**src/design/spherical_quad_subdivide_defines.svh**
```systemverilog
// Assertion macros shared by the subdivision block.
`ifndef SPHERICAL_QUAD_SUBDIVIDE_DEFINES_SVH
`define SPHERICAL_QUAD_SUBDIVIDE_DEFINES_SVH

// Same-cycle implication, clocked on clk, off while rst_n is low.
`define SQS_AST_IMP(lbl, ante, cons, msg) \
  lbl: assert property (@(posedge clk) disable iff (!rst_n) (ante) |-> (cons)) \
    else $error(msg);

// Next-cycle implication, clocked on clk, off while rst_n is low.
`define SQS_AST_NXT(lbl, ante, cons, msg) \
  lbl: assert property (@(posedge clk) disable iff (!rst_n) (ante) |=> (cons)) \
    else $error(msg);

`endif

```
**src/design/sqs_pkg.sv**
```systemverilog
// Payload types shared by the subdivision pipeline and its output serializer.
`default_nettype none
package sqs_pkg;

  typedef struct packed {
    logic signed [31:0] c0_x;
    logic signed [31:0] c0_y;
    logic signed [31:0] c0_z;
    logic signed [31:0] c1_x;
    logic signed [31:0] c1_y;
    logic signed [31:0] c1_z;
    logic signed [31:0] c2_x;
    logic signed [31:0] c2_y;
    logic signed [31:0] c2_z;
    logic signed [31:0] c3_x;
    logic signed [31:0] c3_y;
    logic signed [31:0] c3_z;
  } sqs_in_t;

  typedef struct packed {
    logic [1:0]         child;
    logic [1:0]         child_corner;
    logic signed [31:0] out_x;
    logic signed [31:0] out_y;
    logic signed [31:0] out_z;
    logic               degenerate;
    logic               last;
  } sqs_out_t;

  // points 0..3 corners, 4..7 edge midpoints, 8 centroid
  typedef struct packed {
    logic [8:0][2:0][31:0] xyz;
    logic [8:0]            deg;
  } sqs_pts_t;

endpackage
`default_nettype wire

```
**src/design/sqs_emit.sv**
```systemverilog
// Output serializer: walks the sixteen child-quad corners of one finished quad.
`default_nettype none
`include "spherical_quad_subdivide_defines.svh"
module sqs_emit (
  input  wire logic             clk,
  input  wire logic             rst_n,
  input  wire logic             ld_valid,
  input  wire sqs_pkg::sqs_pts_t ld_pts,
  output logic                  ld_free,
  output logic                  out_valid,
  input  wire logic             out_stall,
  output sqs_pkg::sqs_out_t     out_data
);

  localparam logic [3:0] LASTIDX = 4'd15;
  localparam logic [3:0] LAYOUT [16] = '{
    4'd0, 4'd6, 4'd5, 4'd8,
    4'd6, 4'd1, 4'd8, 4'd7,
    4'd5, 4'd8, 4'd2, 4'd4,
    4'd8, 4'd7, 4'd4, 4'd3
  };

  logic              v_r, v_nxt;
  logic [3:0]        idx_r, idx_nxt;
  sqs_pkg::sqs_pts_t pts_r, pts_nxt;
  logic [3:0]        pt;

  assign ld_free = !v_r || (idx_r == LASTIDX && !out_stall);

  always_comb begin
    v_nxt   = v_r;
    idx_nxt = idx_r;
    pts_nxt = pts_r;
    if (ld_valid && ld_free) begin
      v_nxt   = 1'b1;
      idx_nxt = 4'd0;
      pts_nxt = ld_pts;
    end else if (v_r && !out_stall) begin
      if (idx_r == LASTIDX) begin
        v_nxt = 1'b0;
      end else begin
        idx_nxt = idx_r + 4'd1;
      end
    end
  end

  always_ff @(posedge clk) begin
    if (!rst_n) begin
      v_r <= 1'b0;
    end else begin
      v_r <= v_nxt;
    end
  end

  always_ff @(posedge clk) begin
    idx_r <= idx_nxt;
    pts_r <= pts_nxt;
  end

  always_comb begin
    pt                    = LAYOUT[idx_r];
    out_data.child        = idx_r[3:2];
    out_data.child_corner = idx_r[1:0];
    out_data.out_x        = pts_r.xyz[pt][0];
    out_data.out_y        = pts_r.xyz[pt][1];
    out_data.out_z        = pts_r.xyz[pt][2];
    out_data.degenerate   = pts_r.deg[pt];
    out_data.last         = (idx_r == LASTIDX);
  end

  assign out_valid = v_r;

  `SQS_AST_NXT(a_load_starts, ld_valid && ld_free, v_r && idx_r == 4'd0, "load did not restart walk")
  `SQS_AST_NXT(a_walk_steps, v_r && !out_stall && idx_r != LASTIDX, v_r && idx_r == $past(idx_r) + 4'd1, "vertex skipped or repeated")
  `SQS_AST_NXT(a_walk_ends, v_r && !out_stall && idx_r == LASTIDX && !ld_valid, !v_r, "walk ran past last vertex")

endmodule
`default_nettype wire
```
**config.mk**
```make
export PLATFORM = sky130hd
export DESIGN_NAME = sqs_emit
export DESIGN_NICKNAME = d
export VERILOG_FILES = /design/src/design/sqs_pkg.sv /design/src/design/sqs_emit.sv
export VERILOG_INCLUDE_DIRS = /design/src /design/src/design
export SDC_FILE = /design/constraint.sdc
export NUM_CORES = 1
export LEC_CHECK = 0
export BUFFER_PORTS_ARGS = -buffer_cell sky130_fd_sc_hd__buf_4
export CORE_AREA = 3 3 383 385
export CTS_BUF_LIST = sky130_fd_sc_hd__clkbuf_8 sky130_fd_sc_hd__clkbuf_16
export DETAILED_ROUTE_END_ITERATION = 10
export DIE_AREA = 0 0 386 388
export PLACE_DENSITY = 0.44
export SETUP_SLACK_MARGIN = 0.2
export SYNTH_ARGS = -nofsm -noshare
export SYNTH_HDL_FRONTEND = slang
export SYNTH_SLANG_ARGS = --single-unit
export TNS_END_PERCENT = 20
```
**constraint.sdc**
```tcl
create_clock -name clk -period 66 [get_ports clk]
set_input_delay 13.2 -clock clk [delete_from_list [all_inputs] [get_ports clk]]
set_output_delay 13.2 -clock clk [all_outputs]
set_load 0.02 [all_outputs]
```
### Word level (Yosys, flattened, before mapping)

Memory sizes are Yosys's and may differ from the RTL's.
Cells that the tools add are included.

| word-level totals | value |
|---|---|
| bits in registers | 878 |
| ROM bits | 64 |
| bits of input ports | 877 |
| output and inout bits | 104 |
| logic and storage cells | 56 |
| memories kept | 1 |

Memory list:

| memory | depth | width | rd ports | clocked after memory_dff | write ports | RTL line | text |
|---|---|---|---|---|---|---|---|
| (no name shown) | 16 | 4 | 1 | 0 | 0 | sqs_emit.sv:61 | `pt = LAYOUT[idx_r];` |

| cells by class | value |
|---|---|
| $add $sub $neg | 1 |
| magnitude comparators | 2 |
| eq/ne operators | 1 |
| multiplexer cells | 9 |
| bitwise gates (word level) | 2 |
| reduce and logical (&&, ||, !) cells | 10 |

Operators with widths:

| kind | count |
|---|---|
| $bmux W96 S4 | 1 |
| $mux W96 | 1 |
| $mux W4 | 2 |
| $ge A5 B5 Y1 const B | 1 |
| $lt A4 B5 Y1 const B | 1 |
| $not A4 Y5 | 1 |
| $add A4 B1 Y4 const B | 1 |
| $bmux W1 S4 | 1 |
| $eq A4 B4 Y1 const B | 1 |
| $mux W1 | 4 |
| $reduce_and A2 Y1 | 2 |
| $reduce_bool A2 Y1 | 2 |
| $logic_and A1 B1 Y1 | 3 |
| $logic_not A1 Y1 | 2 |
| $logic_or A1 B1 Y1 | 1 |
| $not A1 Y1 | 1 |

### Depth between registers and ports, before layout

Gate-level depths: netlist (run 1).

| logic depth | value |
|---|---|
| depth after elaboration | 6 |
| gate-level depth with buffers | 12 |
| gate-level depth less buffers | 7 |

### Worst setup path after synthesis (run 1)

Ideal clock, no wire load.

| path | value |
|---|---|
| path kind | input port to flip-flop |
| start point | input port out_stall |
| end point | register pts_r[0] in the netlist's numbering, enable pin |
| setup time | 1.356 ns |
| arrival | 33.701 ns |
| required time | 64.644 ns |
| setup slack | 30.944 ns |
| cell stages on the path | 3 |
| buffers on the path | 0 |
| cell sequence | nand2b_1 -> o31ai_1 -> and2_1 |

| between the ends | value |
|---|---|
| cells in the longest elaborated chain, start to end | 4 |

Ends and longest elaborated chain:

| item | RTL line | text |
|---|---|---|
| from (decl) | sqs_emit.sv:11 | `input wire logic out_stall,` |
| $logic_not A1 Y1 | sqs_emit.sv:28 | `assign ld_free = !v_r \|\| (idx_r == LASTIDX && !out_stall);` |
| $logic_and A1 B1 Y1 | sqs_emit.sv:28 |  |
| $logic_or A1 B1 Y1 | sqs_emit.sv:28 |  |
| net ld_free | sqs_emit.sv:9 | `output logic ld_free,` |
| $logic_and A1 B1 Y1 | sqs_emit.sv:34 | `if (ld_valid && ld_free) begin` |
| to (signal assigned) | sqs_emit.sv:57 | `pts_r <= pts_nxt;` |
| to (decl) | sqs_emit.sv:25 | `sqs_pkg::sqs_pts_t pts_r, pts_nxt;` |

The timed path passes the listed nets, and every way through them passes these cells.
A chain may end at the register's enable or synchronous reset.

### Final worst setup path (run 1)

| path | value |
|---|---|
| start point | input port out_stall |
| end point | output port ld_free |

| between the ends | value |
|---|---|
| cells in the longest elaborated chain, start to end | 3 |

Ends and longest elaborated chain:

| item | RTL line |
|---|---|
| $logic_not A1 Y1 | sqs_emit.sv:28 |
| $logic_and A1 B1 Y1 | sqs_emit.sv:28 |
| $logic_or A1 B1 Y1 | sqs_emit.sv:28 |
| to (decl) | sqs_emit.sv:9 |

Every way passes these cells.

==> results of run 1 <==
## registers in the layout (all words and copies together), names as in the netlist
signal     cells
pts_r        873
idx_r          4
out_valid      1
## worst min path at each step
stage | cells after the start | startpoint | to
finish | 1 | out_valid | idx_r[2]
global route | 1 | out_valid | idx_r[2]
CTS | 1 | out_valid | idx_r[2]
detailed placement | 1 | out_valid | idx_r[2]
global placement | 1 | out_valid | idx_r[2]
floorplan | 2 | out_valid | idx_r[2]
## power by group through the flow
stage	logic, W	clock network, W	registers, W
floorplan	0.000193	0	0.000699
global placement	0.000359	0	0.000675
detailed placement	0.000360	0	0.000676
CTS	0.000361	0.000569	0.000664
global route	0.000378	0.000590	0.000667
finish	0.000354	0.000551	0.000664
## layout make-up
type,count,area (µm²)
clock inverter,81,584.3
tap,1903,2381
inverter,104,395.4
fill,14160,93270
multi-input combinational,1510,10030
clock buffer,105,2628
antenna,27,67.56
sequential,878,26320
timing repair buffer,1033,7805
## metal layers
metal / wire length (µm) / part of all wire [%]
met3: 14540 / 9.7
met2: 72410 / 49
met5: 230 / 0.15
met1: 59290 / 40
met4: 2739 / 1.8
## kinds of logic after synthesis
kind of cell             synth area share [%]
XOR/XNOR                               0.1422
multiplexers                            5.318
buffers and inverters                   4.134
AND/OR/NAND/NOR                         7.095
AO/OA/AOI/OAI                           13.55
flip-flops                              69.56
adder cells (fa/ha/maj)                0.1984
## metrics by stage
step	utilization (%)	power (W)	setup slack [ns]
floorplan	-	0.0008925	30.94
CTS	34.95	0.001594	38.13
finish	35.00	0.001569	38.17
detailed placement	32.71	0.001036	38.15
global placement	32.71	0.001035	38.12
global route	34.97	0.001634	38.12
## layout by cell type (no fill, tap or decap), types with 97 or more instances in the layout
cell type,instances
a211oi_1,97
clkbuf_16,105
edfxtp_1,873
a211o_1,97
a31oi_1,97
a32o_1,98
and3_1,97
inv_1,124
nand3_1,98
o211ai_1,97
buf_4,1029
nand2_1,392
mux2i_1,195
a21oi_1,98
## worst register-to-register path: cells and delay by family, from the launching register on
kind | cells | cell delay, ns
simple gates | 2 | 0.77
fa+ha+maj | 1 | 0.32
flops | 1 | 0.90
compound gates | 1 | 0.82
buf+inv | 4 | 3.62
==> metrics.yaml, run 1 <==
regToRegStartpoint: "idx_r[0]"
swShare_pct: 29.27
cp-endpoint: "ld_free"
timing.hold.ws_ns: 0.5943
path_cells: "buf_4, nand2b_1, o31ai_1, buf_4"
intPower_w: 0.001110
postRouteAntennaNets: 0
reg2reg_slack_ns: 59.16
numCtsBuffers: 103
yosysTopAreaCell: "edfxtp_1"
finalSetupViolCount: 0
routed-via-count: 27350
cts.sinks: 878
grt_usage_pct: 18.92
pwr-share-seq_pct: 42.3
ys_warn_count: 0
cts_setup_buffers: 0
synth_flop_cell: "edfxtp_1"
use_met2_pct: 31.71
crit_cells: 4
io_pins: 981
clock_path_buffers: 3
pwr-share-clk_pct: 35.1
path_max_fanout: 3
placedCellCount: 5428
met1_usage_pct: 23.05
cts_resized: 0
met3_usage_pct: 6.990
rsz0062_at_grt: "no"
die-area_mm2: 0.1498
via_per_inst: 4.849
area_delta_synth_final_pct: 32.74
crit_path_max_incr_delay_ns: 0.82
min_path_type: "reg -> reg"
rows: 139
tightest_slew_ns: 1.212
critical_path.startpoint: "out_stall"
r2r-end: "pts_r[31]"
routedWlPerCell_um: 26.45
yosys-top-cells-area: "edfxtp_1 69%, mux2i_1 5.2%, nand2_1 3.9%, a32o_1 2.6%, a211o_1 2.2%"
ff2ff_path_depth: 8
initial_core_util_pct: 26.36
drt-total-wl_um: 149200
path_clk_slew_ns: 0.05
path_delay_family: "compound AO/OA/AOI/OAI gates"
drive_above_1_share_pct: 32.07
setup_tns_ns: 0
period_share_pct: 42.17
critPathKind: "in -> out"
die_h_um: 388
fp.dieW_um: 386
grt_max_degree: 198
switching_power_w: 0.0004594
synth_top_area_share_pct: 69.30
instances_no_fill: 5641
synth_edf_count: 873
fin_skew_ns: 0.02918
drc: 0
vdd_drop_max_mv: 0.02129
ys_top_cells_by_count: "873 x edfxtp_1, 392 x nand2_1, 195 x mux2i_1"
place_congestion: 0.7697
drv_slew: 0
path_common_cell: "buf_4"
place_area_mm2: 0.04694
power_leakage_nw: 19.60
slew_headroom_pct: 19.23
fmax_ghz: 0.03593
status: "complete, no violations"
cts-root-buf: "clkbuf_16"
grt_pass1_wl_um: 204900
path_buf_inv: 2
antenna_found_initial: 41
crit_slowest_cell: "o31ai_1"
seq_area_frac_synth_pct: 69.56
synth-seq-cells: 878
cp-end-kind: "output port"
busiest_layer: "met2"
postSynthAreaPerCell_um2: 13.85
period_minus_slack_ns: 27.83
power.density_mw_per_mm2: 31.26
drtIter0Drc: 2166
synth_cell_types: 48
cap_viol_max_count: 0
syn_inst: 2731
holdBufCountCts: 0
yosysMostFrequentCell: "edfxtp_1"
drt_pre_antenna_iters: 5
h-tree-depth: 3
coreArea_mm2: 0.1435
cp_data_arrival_time_ns: 14.63
cts_tree: "built"
clock_latency_ns: 0.71
finalHoldViolCount: 0
mappedNetlistArea_mm2: 0.03783
pwr-share-comb_pct: 22.6
crit_required_ns: 52.80
final_cell_area_mm2: 0.05021
final_nets: 4513
ys_async_sr_fraction_pct: 0
hpwl_um: 101300
overflow: 0
synth_nets: 3614
grt_pass1_vias: 27550
portBuffers: 980
startpoint_type: "primary input"
Power figures use the tool's default switching activity.
==> run 2: changes to the inputs <==
Settings changed: CORE_AREA 3 3 383 385 to 3 3 385 387, DIE_AREA 0 0 386 388 to 0 0 388 390.
Clock period 66 ns to 28.1 ns, I/O delays scaled along.
==> run 2 against run 1 <==
Effect of this change: global-route usage is 0.50 points higher; clock power is 150% higher; worst hold slack worse by 0.036 ns; count of clock-buffer cells in the layout is 2 higher; critical path depth stayed put; sequential cell count stayed put; via count is 0.39% higher; clock skew is 0.0043 ns lower; sequential power is 130% higher; final area is 0.31% higher.
==> metrics.yaml, run 2 (synthesized netlist as in run 1, its figures left out) <==
finalSetupViolCount: 0
power_leakage_nw: 19.63
path_clk_slew_ns: 0.05
cts_tree: "built"
critPathKind: "in -> out"
power.density_mw_per_mm2: 74.41
grt_usage_pct: 19.43
drive_above_1_share_pct: 32.09
drt_pre_antenna_iters: 8
via_per_inst: 4.849
fp.dieW_um: 388
coreArea_mm2: 0.1452
path_max_fanout: 4
cts_setup_buffers: 0
setup_tns_ns: 0
die_h_um: 390
cts_resized: 0
overflow: 0
status: "complete, no violations"
vdd_drop_max_mv: 0.05489
drt-total-wl_um: 153900
final_cell_mix: "1021 x buf_4, 873 x edfxtp_1, 392 x nand2_1"
largest_register_ffs: 873
portBuffers: 980
rsz0062_at_grt: "no"
place_congestion: 0.7966
routed-via-count: 27460
clock_path_buffers: 3
tightest_slew_ns: 1.194
hpwl_um: 103300
drv_slew: 0
routedWlPerCell_um: 27.17
postRouteAntennaNets: 0
area_delta_synth_final_pct: 33.15
mostFrequentLayoutCell: "buf_4"
h-tree-depth: 3
clock_latency_ns: 0.70
io_pins: 981
grt_pass1_wl_um: 211900
antenna_found_initial: 44
grt_pass1_vias: 27870
cts-root-buf: "clkbuf_16"
drc: 0
period_share_pct: 45.38
numCtsBuffers: 105
drtIter0Drc: 1946
top_register: "pts_r"
startpoint_type: "primary input"
die-area_mm2: 0.1513
cap_viol_max_count: 0
slew_headroom_pct: 20.38
crit_required_ns: 22.48
final_nets: 4506
fin_skew_ns: 0.02491
finalHoldViolCount: 0
min_path_type: "reg -> reg"
p_total_w: 0.003748
initial_core_util_pct: 26.05
rows: 140
grt_max_degree: 194
cts.sinks: 878
holdBufCountCts: 0
cp-end-kind: "output port"
cp_data_arrival_time_ns: 7.13
period_minus_slack_ns: 12.75
fmax_ghz: 0.07843
## run 2: changes by cell type in the layout (fill, tap and decap cells not counted)
cell,previous run,this run
diode_2,27,34
inv_16,2,1
clkbuf_16,105,107
clkinv_1,28,29
inv_6,2,3
buf_12,4,3
clkinvlp_4,0,1
inv_8,0,1
inv_1,124,123
clkinv_16,0,3
bufinv_16,7,9
clkinv_2,15,17
clkinv_8,2,1
buf_4,1029,1021
## run 2: area by class of cell
| class | instances | area [µm²] |
|---|---|---|
| Clock buffer | 107 | 2678 |
| Sequential cell | 878 | 26320 |
| Antenna cell | 34 | 85.08 |
| Multi-Input combinational cell | 1510 | 10030 |
| Fill cell | 14410 | 94840 |
| Inverter | 104 | 395.4 |
| Clock inverter | 89 | 735.7 |
| Tap cell | 1917 | 2399 |
| Timing Repair Buffer | 1024 | 7725 |
## run 2: worst paths after layout
kind / start / end / slack, ns / cells after the start
worst max-delay path: out_stall / ld_free / 15.35 / 4
worst min-delay path: out_valid / idx_r[2] / 0.56 / 1
worst min register to register: out_valid / idx_r[2] / 0.56 / 1
worst max register to register: idx_r[0] / pts_r[79] / 20.23 / 9
## run 2: metal layers
| metal | vias to the layer above | routed length [µm] | global-route usage [%] |
|---|---|---|---|
| li1 | 12500 | - | - |
| met1 | 13750 | 62310 | 23.88 |
| met2 | 1007 | 75040 | 32.77 |
| met3 | 189 | 13440 | 6.778 |
| met4 | 24 | 2917 | 4.430 |
| met5 | - | 183 | 0 |
## run 2: through the flow
step                      worst slack (ns)  instance area [µm²]  hold slack (ns)  cells  util, %
after floorplan                     0.6236                37830           0.6403   2731        -
after global placement               15.44                46870           0.5427   5433    32.28
after detailed placement             15.45                46870           0.5355   5433    32.28
after CTS                            15.44                50290           0.5563   5629    34.63
after global routing                 15.30                50320           0.5889   5643    34.65
final                                15.35                50370           0.5587   5663    34.69
## run 2: worst max-delay path: stages
cell and delay, ns:
buf_4 0.11, nand2b_1 0.16, o31ai_1 0.93, buf_4 0.29
## run 2: where the power goes
group	internal [W]	switching [W]	total, W	leakage [nW]
combinational	0.000335	0.000498	0.000833	9.52
sequential	0.00153	0.0000298	0.00156	8.36
clock	0.000775	0.000578	0.00135	1.75
total	0.00264	0.00111	0.00375	19.6
